===== config.mk =====
export PLATFORM = sky130hd
export DESIGN_NAME = length_crc8_frame_receiver
export DESIGN_NICKNAME = d
export VERILOG_FILES = /design/src/design/lcfr_pkg.sv /design/src/design/lcfr_front.sv /design/src/design/lcfr_queue.sv /design/src/design/lcfr_back.sv /design/src/design/length_crc8_frame_receiver.sv
export SDC_FILE = /design/constraint.sdc
export NUM_CORES = 1
export LEC_CHECK = 0
export ABC_AREA = 0
export BUFFER_PORTS_ARGS = -buffer_cell sky130_fd_sc_hd__buf_2
export CORE_MARGIN = 2
export CORE_UTILIZATION = 40
export DETAILED_ROUTE_END_ITERATION = 16
export GPL_ROUTABILITY_DRIVEN = 0
export SETUP_SLACK_MARGIN = 0.05
export SYNTH_ARGS = -nofsm -noshare
export SYNTH_HDL_FRONTEND = slang
export SYNTH_SLANG_ARGS = --single-unit
export TNS_END_PERCENT = 5

===== constraint.sdc =====
create_clock -name i_clk -period 9.1 [get_ports i_clk]
set_input_delay 0.91 -clock i_clk [delete_from_list [all_inputs] [get_ports i_clk]]
set_output_delay 0.91 -clock i_clk [all_outputs]
set_load 0.02 [all_outputs]

===== src/design/lcfr_pkg.sv =====
`default_nettype none

package lcfr_pkg;

    // Result kinds
    localparam logic [1:0] KIND_PAYLOAD    = 2'd0;
    localparam logic [1:0] KIND_FRAME_GOOD = 2'd1;
    localparam logic [1:0] KIND_BAD_LENGTH = 2'd2;
    localparam logic [1:0] KIND_CRC_FAIL   = 2'd3;

    // Configuration register indexes
    localparam int unsigned CFG_INDEX_W = 8;
    localparam logic [CFG_INDEX_W-1:0] REG_CRC_POLY    = 8'd0;
    localparam logic [CFG_INDEX_W-1:0] REG_MAX_PAYLOAD = 8'd1;

    // Register reset values
    localparam logic [7:0] CRC_POLY_RESET    = 8'h07;
    localparam logic [7:0] MAX_PAYLOAD_RESET = 8'd64;

    // Width of the error totals carried on the output
    localparam int unsigned TOTAL_W = 32;

    // Queue between the parser and the output stage; power of two so the
    // pointers wrap on their own
    localparam int unsigned FIFO_ENTRIES = 2;
    localparam int unsigned QUEUE_PTR_W  = $clog2(FIFO_ENTRIES);
    localparam int unsigned QUEUE_CNT_W  = $clog2(FIFO_ENTRIES + 1);

    // One result record
    typedef struct packed {
        logic [1:0]         kind;
        logic [7:0]         payload_byte;
        logic [7:0]         byte_index;
        logic [7:0]         frame_length;
        logic [7:0]         computed_crc;
        logic [TOTAL_W-1:0] bad_length_total;
        logic [TOTAL_W-1:0] crc_fail_total;
    } t_result;

    // Queue status seen by the output stage
    typedef struct packed {
        logic empty;
        logic full;
    } t_queue_status;

    // MSB-first CRC-8 update over one byte, no reflection
    function automatic logic [7:0] crc8_update(input logic [7:0] crc,
                                               input logic [7:0] data,
                                               input logic [7:0] poly);
        logic [7:0] c;
        c = crc ^ data;
        for (int k = 0; k < 8; k++) begin
            if (c[7]) begin
                c = {c[6:0], 1'b0} ^ poly;
            end else begin
                c = {c[6:0], 1'b0};
            end
        end
        return c;
    endfunction

endpackage

`default_nettype wire


===== src/design/lcfr_front.sv =====
`default_nettype none

module lcfr_front #(
    parameter int COUNTER_WIDTH = 32
) (
    input  wire logic                              i_clk,
    input  wire logic                              i_rst_n,
    input  wire logic                              i_cfg_valid,
    input  wire logic [lcfr_pkg::CFG_INDEX_W-1:0]  i_cfg_index,
    input  wire logic [7:0]                        i_cfg_data,
    input  wire logic                              i_in_valid,
    input  wire logic [7:0]                        i_rx_byte,
    input  wire logic                              i_queue_full,
    output logic                                   o_in_stall,
    output logic                                   o_push,
    output lcfr_pkg::t_result                      o_result
);

    // Parser phases
    localparam logic [1:0] PH_LEN = 2'd0;
    localparam logic [1:0] PH_PAY = 2'd1;
    localparam logic [1:0] PH_CRC = 2'd2;

    localparam logic [COUNTER_WIDTH-1:0] CNT_ONE = {{(COUNTER_WIDTH-1){1'b0}}, 1'b1};

    logic [7:0]               r_crc_poly;
    logic [7:0]               r_max_payload;
    logic [1:0]               r_phase,      n_phase;
    logic [7:0]               r_exp_len,    n_exp_len;
    logic [7:0]               r_rcv_count,  n_rcv_count;
    logic [7:0]               r_crc,        n_crc;
    logic [COUNTER_WIDTH-1:0] r_len_err,    n_len_err;
    logic [COUNTER_WIDTH-1:0] r_crc_err,    n_crc_err;
    logic [7:0]               crc_next;
    logic [7:0]               count_inc;
    logic                     accept;
    logic [lcfr_pkg::TOTAL_W-1:0] len_err_out;
    logic [lcfr_pkg::TOTAL_W-1:0] crc_err_out;

    // Configuration registers; unknown indexes are ignored
    always_ff @(posedge i_clk) begin
        if (!i_rst_n) begin
            r_crc_poly    <= lcfr_pkg::CRC_POLY_RESET;
            r_max_payload <= lcfr_pkg::MAX_PAYLOAD_RESET;
        end else if (i_cfg_valid) begin
            if (i_cfg_index == lcfr_pkg::REG_CRC_POLY) begin
                r_crc_poly <= i_cfg_data;
            end
            if (i_cfg_index == lcfr_pkg::REG_MAX_PAYLOAD) begin
                r_max_payload <= i_cfg_data;
            end
        end
    end

    // Stall only while the queue has no room
    assign o_in_stall = i_queue_full;
    assign accept     = i_in_valid && !i_queue_full;

    // CRC seed on a length byte is zero, so one update unit serves both cases
    assign crc_next  = lcfr_pkg::crc8_update((r_phase == PH_PAY) ? r_crc : 8'h00,
                                             i_rx_byte, r_crc_poly);
    assign count_inc = r_rcv_count + 8'd1;

    // Low 32 bits of the totals, zero-extended for narrow counters
    if (COUNTER_WIDTH >= lcfr_pkg::TOTAL_W) begin : g_wide
        assign len_err_out = n_len_err[lcfr_pkg::TOTAL_W-1:0];
        assign crc_err_out = n_crc_err[lcfr_pkg::TOTAL_W-1:0];
    end else begin : g_narrow
        assign len_err_out = {{(lcfr_pkg::TOTAL_W-COUNTER_WIDTH){1'b0}}, n_len_err};
        assign crc_err_out = {{(lcfr_pkg::TOTAL_W-COUNTER_WIDTH){1'b0}}, n_crc_err};
    end

    // Byte classification and next state
    always_comb begin
        n_phase     = r_phase;
        n_exp_len   = r_exp_len;
        n_rcv_count = r_rcv_count;
        n_crc       = r_crc;
        n_len_err   = r_len_err;
        n_crc_err   = r_crc_err;
        o_push      = 1'b0;
        o_result.kind         = lcfr_pkg::KIND_PAYLOAD;
        o_result.payload_byte = i_rx_byte;
        o_result.byte_index   = 8'd0;
        o_result.frame_length = r_exp_len;
        o_result.computed_crc = 8'd0;
        if (accept) begin
            case (r_phase)
                PH_PAY: begin
                    n_crc       = crc_next;
                    n_rcv_count = count_inc;
                    if (count_inc == r_exp_len) begin
                        n_phase = PH_CRC;
                    end
                    o_push              = 1'b1;
                    o_result.byte_index = r_rcv_count;
                end
                PH_CRC: begin
                    if (r_crc == i_rx_byte) begin
                        o_result.kind = lcfr_pkg::KIND_FRAME_GOOD;
                    end else begin
                        o_result.kind = lcfr_pkg::KIND_CRC_FAIL;
                        n_crc_err     = r_crc_err + CNT_ONE;
                    end
                    o_result.computed_crc = r_crc;
                    o_push      = 1'b1;
                    n_phase     = PH_LEN;
                    n_rcv_count = 8'd0;
                    n_crc       = 8'd0;
                end
                default: begin
                    // Length byte; the unused phase code lands here too
                    if (i_rx_byte == 8'd0 || i_rx_byte > r_max_payload) begin
                        n_phase               = PH_LEN;
                        n_len_err             = r_len_err + CNT_ONE;
                        o_push                = 1'b1;
                        o_result.kind         = lcfr_pkg::KIND_BAD_LENGTH;
                        o_result.frame_length = i_rx_byte;
                    end else begin
                        n_exp_len   = i_rx_byte;
                        n_rcv_count = 8'd0;
                        n_crc       = crc_next;
                        n_phase     = PH_PAY;
                    end
                end
            endcase
        end
        o_result.bad_length_total = len_err_out;
        o_result.crc_fail_total   = crc_err_out;
    end

    // Parser state
    always_ff @(posedge i_clk) begin
        if (!i_rst_n) begin
            r_phase     <= PH_LEN;
            r_exp_len   <= 8'd0;
            r_rcv_count <= 8'd0;
            r_crc       <= 8'd0;
            r_len_err   <= '0;
            r_crc_err   <= '0;
        end else begin
            r_phase     <= n_phase;
            r_exp_len   <= n_exp_len;
            r_rcv_count <= n_rcv_count;
            r_crc       <= n_crc;
            r_len_err   <= n_len_err;
            r_crc_err   <= n_crc_err;
        end
    end

endmodule

`default_nettype wire


===== src/design/lcfr_queue.sv =====
`default_nettype none

module lcfr_queue (
    input  wire logic                    i_clk,
    input  wire logic                    i_rst_n,
    input  wire logic                    i_push,
    input  wire lcfr_pkg::t_result       i_data,
    input  wire logic                    i_pop,
    output lcfr_pkg::t_result            o_data,
    output lcfr_pkg::t_queue_status      o_status
);

    lcfr_pkg::t_result                    r_entry [lcfr_pkg::FIFO_ENTRIES];
    logic [lcfr_pkg::QUEUE_PTR_W-1:0]     r_wr_ptr;
    logic [lcfr_pkg::QUEUE_PTR_W-1:0]     r_rd_ptr;
    logic [lcfr_pkg::QUEUE_CNT_W-1:0]     r_count;
    logic                                 do_push;
    logic                                 do_pop;

    assign o_status.empty = (r_count == '0);
    assign o_status.full  = (r_count == lcfr_pkg::QUEUE_CNT_W'(lcfr_pkg::FIFO_ENTRIES));
    assign do_push        = i_push && !o_status.full;
    assign do_pop         = i_pop && !o_status.empty;
    assign o_data         = r_entry[r_rd_ptr];

    // Entry storage, no reset needed
    always_ff @(posedge i_clk) begin
        if (do_push) begin
            r_entry[r_wr_ptr] <= i_data;
        end
    end

    // Pointers and fill count
    always_ff @(posedge i_clk) begin
        if (!i_rst_n) begin
            r_wr_ptr <= '0;
            r_rd_ptr <= '0;
            r_count  <= '0;
        end else begin
            if (do_push) begin
                r_wr_ptr <= r_wr_ptr + lcfr_pkg::QUEUE_PTR_W'(1);
            end
            if (do_pop) begin
                r_rd_ptr <= r_rd_ptr + lcfr_pkg::QUEUE_PTR_W'(1);
            end
            case ({do_push, do_pop})
                2'b10:   r_count <= r_count + lcfr_pkg::QUEUE_CNT_W'(1);
                2'b01:   r_count <= r_count - lcfr_pkg::QUEUE_CNT_W'(1);
                default: r_count <= r_count;
            endcase
        end
    end

endmodule

`default_nettype wire


===== src/design/lcfr_back.sv =====
`default_nettype none

module lcfr_back (
    input  wire logic                    i_clk,
    input  wire logic                    i_rst_n,
    input  wire logic                    i_queue_empty,
    input  wire lcfr_pkg::t_result       i_queue_data,
    input  wire logic                    i_out_stall,
    output logic                         o_pop,
    output logic                         o_out_valid,
    output lcfr_pkg::t_result            o_result
);

    logic              r_valid;
    lcfr_pkg::t_result r_result;

    // Refill the output register when it is empty or being taken
    assign o_pop       = !i_queue_empty && (!r_valid || !i_out_stall);
    assign o_out_valid = r_valid;
    assign o_result    = r_result;

    always_ff @(posedge i_clk) begin
        if (!i_rst_n) begin
            r_valid <= 1'b0;
        end else if (o_pop) begin
            r_valid <= 1'b1;
        end else if (!i_out_stall) begin
            r_valid <= 1'b0;
        end
    end

    always_ff @(posedge i_clk) begin
        if (o_pop) begin
            r_result <= i_queue_data;
        end
    end

endmodule

`default_nettype wire


===== src/design/length_crc8_frame_receiver.sv =====
// Length-prefixed CRC-8 frame receiver.
// Input channel: one received byte per transaction (i_in_valid, o_in_stall,
// i_rx_byte). Output channel: at most one result per byte (o_out_valid,
// i_out_stall, o_out_* fields). A length byte that is accepted gives no result;
// payload bytes, the CRC byte and rejected length bytes give one each.
// Configuration: i_cfg_valid / o_cfg_ready with a register index and data;
// index 0 is the CRC polynomial, index 1 the maximum payload length. Write
// only while no byte is in flight. o_cfg_ready is always high.
// Throughput: one byte per cycle while the queue has room. The parser updates
// its state and the CRC (eight unrolled shift-xor steps) in the cycle a byte is
// accepted. A result is registered in a two-entry queue and then in an output
// register before it is presented on the output channel.
// When the receiver stalls, up to three results are held (queue plus output
// register) before o_in_stall rises; stall clears as soon as a result is taken.
// Reset clears the parser to wait for a length byte, zeroes the error counters,
// empties the queue and returns the registers to polynomial 0x07 and
// maximum payload 64.
`default_nettype none

module length_crc8_frame_receiver #(
    parameter int COUNTER_WIDTH = 32
) (
    input  wire logic                              i_clk,
    input  wire logic                              i_rst_n,
    input  wire logic                              i_cfg_valid,
    output logic                                   o_cfg_ready,
    input  wire logic [lcfr_pkg::CFG_INDEX_W-1:0]  i_cfg_index,
    input  wire logic [7:0]                        i_cfg_data,
    input  wire logic                              i_in_valid,
    output logic                                   o_in_stall,
    input  wire logic [7:0]                        i_rx_byte,
    output logic                                   o_out_valid,
    input  wire logic                              i_out_stall,
    output logic [1:0]                             o_kind,
    output logic [7:0]                             o_payload_byte,
    output logic [7:0]                             o_byte_index,
    output logic [7:0]                             o_frame_length,
    output logic [7:0]                             o_computed_crc,
    output logic [lcfr_pkg::TOTAL_W-1:0]           o_bad_length_total,
    output logic [lcfr_pkg::TOTAL_W-1:0]           o_crc_fail_total
);

    logic                    push;
    logic                    pop;
    lcfr_pkg::t_result       front_result;
    lcfr_pkg::t_result       queue_data;
    lcfr_pkg::t_result       out_result;
    lcfr_pkg::t_queue_status queue_status;

    assign o_cfg_ready = 1'b1;

    // Parser: classifies bytes, keeps CRC and error counters
    lcfr_front #(
        .COUNTER_WIDTH (COUNTER_WIDTH)
    ) u_front (
        .i_clk          (i_clk),
        .i_rst_n        (i_rst_n),
        .i_cfg_valid    (i_cfg_valid),
        .i_cfg_index    (i_cfg_index),
        .i_cfg_data     (i_cfg_data),
        .i_in_valid     (i_in_valid),
        .i_rx_byte      (i_rx_byte),
        .i_queue_full   (queue_status.full),
        .o_in_stall     (o_in_stall),
        .o_push         (push),
        .o_result       (front_result)
    );

    // Result queue
    lcfr_queue u_queue (
        .i_clk    (i_clk),
        .i_rst_n  (i_rst_n),
        .i_push   (push),
        .i_data   (front_result),
        .i_pop    (pop),
        .o_data   (queue_data),
        .o_status (queue_status)
    );

    // Output register stage
    lcfr_back u_back (
        .i_clk          (i_clk),
        .i_rst_n        (i_rst_n),
        .i_queue_empty  (queue_status.empty),
        .i_queue_data   (queue_data),
        .i_out_stall    (i_out_stall),
        .o_pop          (pop),
        .o_out_valid    (o_out_valid),
        .o_result       (out_result)
    );

    assign o_kind             = out_result.kind;
    assign o_payload_byte     = out_result.payload_byte;
    assign o_byte_index       = out_result.byte_index;
    assign o_frame_length     = out_result.frame_length;
    assign o_computed_crc     = out_result.computed_crc;
    assign o_bad_length_total = out_result.bad_length_total;
    assign o_crc_fail_total   = out_result.crc_fail_total;

endmodule

`default_nettype wire


==> qor.csv <==
stage,metric,value,unit
sta,Final Skew,17.60,ps
power,Peak VDD IR,125.1,uV
placement,port buffer count,128,
sta,Final setup violation count,0,
run,Max Cap Viol,0,
power,power per cell area,268.7,nW/um2
synthesis,async set or reset register ratio after synthesis,0,
global_routing,largest net degree at the start of global routing,85,
die,core area,42230,um2
synthesis,"Seq/Total Area, Yosys",0.6424,
power,leak pwr,7.192,nW
sta,RSZ-0062 raised after global routing,no,
synthesis,Most used DFF post-synth,edfxtp_1,
cts,number of clock buffers inserted by TritonCTS,42,
die,DIE WIDTH,211.4,um
synthesis,register bit total from synthesis,405,
global_routing,vias in the first global route,9948,
status,outcome,completed,
routing,router iterations before antenna repair,5,
setup_path,critical path class,flop to flop,
synthesis,most frequent cell after synthesis,edfxtp_1,
placement,"worst slack, placed",3507,ps
setup_path,CP Data Required Time,9500,ps
cts,Post-CTS Repair Setup Buffers,0,
sta,Final Hold Violating Endpoints,0,
synthesis,largest cells by area after synthesis,"edfxtp_1, dfxtp_1, mux2_2",
sta,final setup margin,3336,ps
routing,WL/cell,17.07,um
cts,clock sink total,405,
die,# IOs,130,
sta,FMAX,0.1735,GHz
routing,# DRC,0,
routing,Routed WL,34010,um
setup_path,CP Max Fanout,26,
power,Total Power,5.293,mW
synthesis,Syn Inst Count,1301,
cells_and_area,Antenna diodes,0,
routing,via count,10140,
global_routing,Total GRT Usage,0.1530,
hold_path,worst hold path class,flop to flop,
synthesis,Yosys warning count,0,
sta,Least-Margin Pin Slew,1191,ps
cells_and_area,register area,11050,um2
die,die span in y,211.4,um
cells_and_area,FILL cells,3737,
setup_path,startpoint types,flop,
sta,Max-slew headroom,0.2014,
synthesis,"Avg Cell Area, Syn",13.22,um2
synthesis,Synth area leader,edfxtp_1,
routing,initial DRC count,669,
global_routing,first-pass GRT wire length,54080,um
sta,Final Max Tran Viols,0,
cells_and_area,Layout area overhead,14.50,%
setup_path,critical path capture point type,flop,
cts,TritonCTS clock tree,done,
synthesis,synthesized net count,1345,
global_routing,total congestion overflow,0,
cts,hold buffers post-CTS,0,
cts,Worst-path clk slew,60,ps
placement,post-DP HPWL,22380,um
die,total die area,44680,um2
cts,Clk Tree Root Cell,clkbuf_16,
routing,metal3 WL,1371,um
cts,clk buf depth,3,
cts,post_cts resized,0,
synthesis,Synth cell types,75,
cells_and_area,area of the multi-input gates,5809,um2
cts,H-Tree Depth,2,
synthesis,Yosys top cell area share,0.5132,
routing,Final ANT Viol Nets,0,
sta,Tcrit/Tclk final,0.6334,
routing,DR vias/cell,5.088,
global_routing,antenna violations before repair,0,
sta,Final min period,5764,ps
die,initial core utilization,0.4074,
setup_path,"Data arrival, critical path",6170,ps
die,cell row count,75,
routing,Max Used Layer,met4,
synthesis,synth cell count leaders,"edfxtp_1, nand2_1, dfxtp_1",
synthesis,"EDFF count, synth",294,
routing,Met2 Routed Length,16550,um
sta,setup TNS,0,ps
cts,"Clk Latency, worst-skew pair",530,ps
cells_and_area,layout cell share with drive strength beyond 1,0.2230,
routing,met1 WL,15100,um
synthesis,Netlist Area Pre-Place,17200,um2
cells_and_area,fin nets,1465,
## power breakdown
part           switching [mW]  total [mW]  internal, mW
Sequential              0.137        2.55          2.42
Combinational           0.725        1.10         0.370
Clock                   0.666        1.64         0.979
Total                    1.53        5.29          3.76
## flip-flops by register name, summed over array words and instances (netlist names)
signal and count:
u_queue.r_entry 196, u_back.o_result 98, u_front.r_crc_err 32, u_front.r_len_err 32, u_front.r_crc 8, u_front.r_crc_poly 8, u_front.r_exp_len 8, u_front.r_max_payload 8
u_front.r_rcv_count 8, u_front.r_phase 2, u_queue.r_count 2, u_back.o_out_valid 1, u_queue.r_rd_ptr 1, u_queue.r_wr_ptr 1
## area by class of cell
type,count,area share
inverters,26,0.004955
clock buffers,60,0.06142
repair buffers,139,0.03671
multi-input cells,807,0.2949
well taps,539,0.03424
flip-flops and latches,405,0.5612
clock inverters,16,0.006543
## layout by cell type (no fill, tap or decap), drive strengths merged, types with 3 or more instances in the layout
cell	count
edfxtp	294
buf	139
nand2	117
dfxtp	111
mux2	109
xnor2	89
and2	75
clkbuf	60
nor2	50
nand3	43
and3	38
xor2	34
inv	27
o21ai	27
a21oi	26
nor2b	25
mux2i	20
nor3	15
ha	15
nand4	15
a21boi	12
clkinv	12
or3	11
nor4	8
o211ai	7
o31ai	6
a32oi	6
a22oi	4
a221oi	4
nand2b	3
a21o	3
nor4b	3
## stage by stage
stage / cell area [um2] / std cells / hold WS, ps / util
final: 19700 / 1992 / 484.7 / 0.4665
after global routing: 19700 / 1992 / 517.3 / 0.4665
after CTS: 19700 / 1992 / 492.1 / 0.4665
after detailed placement: 18360 / 1916 / 472.3 / 0.4348
after global placement: 18360 / 1916 / 465.9 / 0.4348
after floorplan: 17200 / 1301 / 444.6 / -
## cells by family (layout without fill, tap and decap cells)
logic type / count (synthesis) / after routing / synth area share
and+or+nand+nor: 412 / 412 / 0.1242
DFF: 405 / 405 / 0.6424
muxes: 129 / 129 / 0.08372
AOI/OAI and AO/OA: 126 / 126 / 0.05142
xor gates and xnor gates: 124 / 124 / 0.06553
buffers and inverters: 89 / 241 / 0.02160
adders and majority gates: 15 / 15 / 0.01091
other: 1 / 1 / 0.0002180
## layer usage
layer  up-vias  track usage
met1      4879       0.2006
met2       233       0.2598
met3        72      0.02166
met4         0      0.05415
met5         -            0
li1       4952            -
## final timing paths
check	from	endpoint	slack [ps]	cells after the start
min reg2reg	u_front.r_max_payload[6]	u_front.r_max_payload[6]	480	2
min	u_front.r_max_payload[6]	u_front.r_max_payload[6]	480	2
max reg2reg	u_front.r_phase[0]	u_front.r_crc[7]	3340	15
max	u_front.r_phase[0]	u_front.r_crc[7]	3340	15
## worst max-delay path: stages (launching register included)
cell and delay, ps:
dfxtp_1 380, ha_1 730, nand3b_1 340, a221oi_2 490, o21ai_1 260, a221oi_1 390
o21ai_1 180, a211oi_1 970, a21o_1 250, mux2i_4 100, a2111oi_0 430, nor2_1 100
nand4_2 100, xor2_2 460, nor3b_1 90, or3b_1 350
Note: power is estimated with default switching activity, not from simulation.
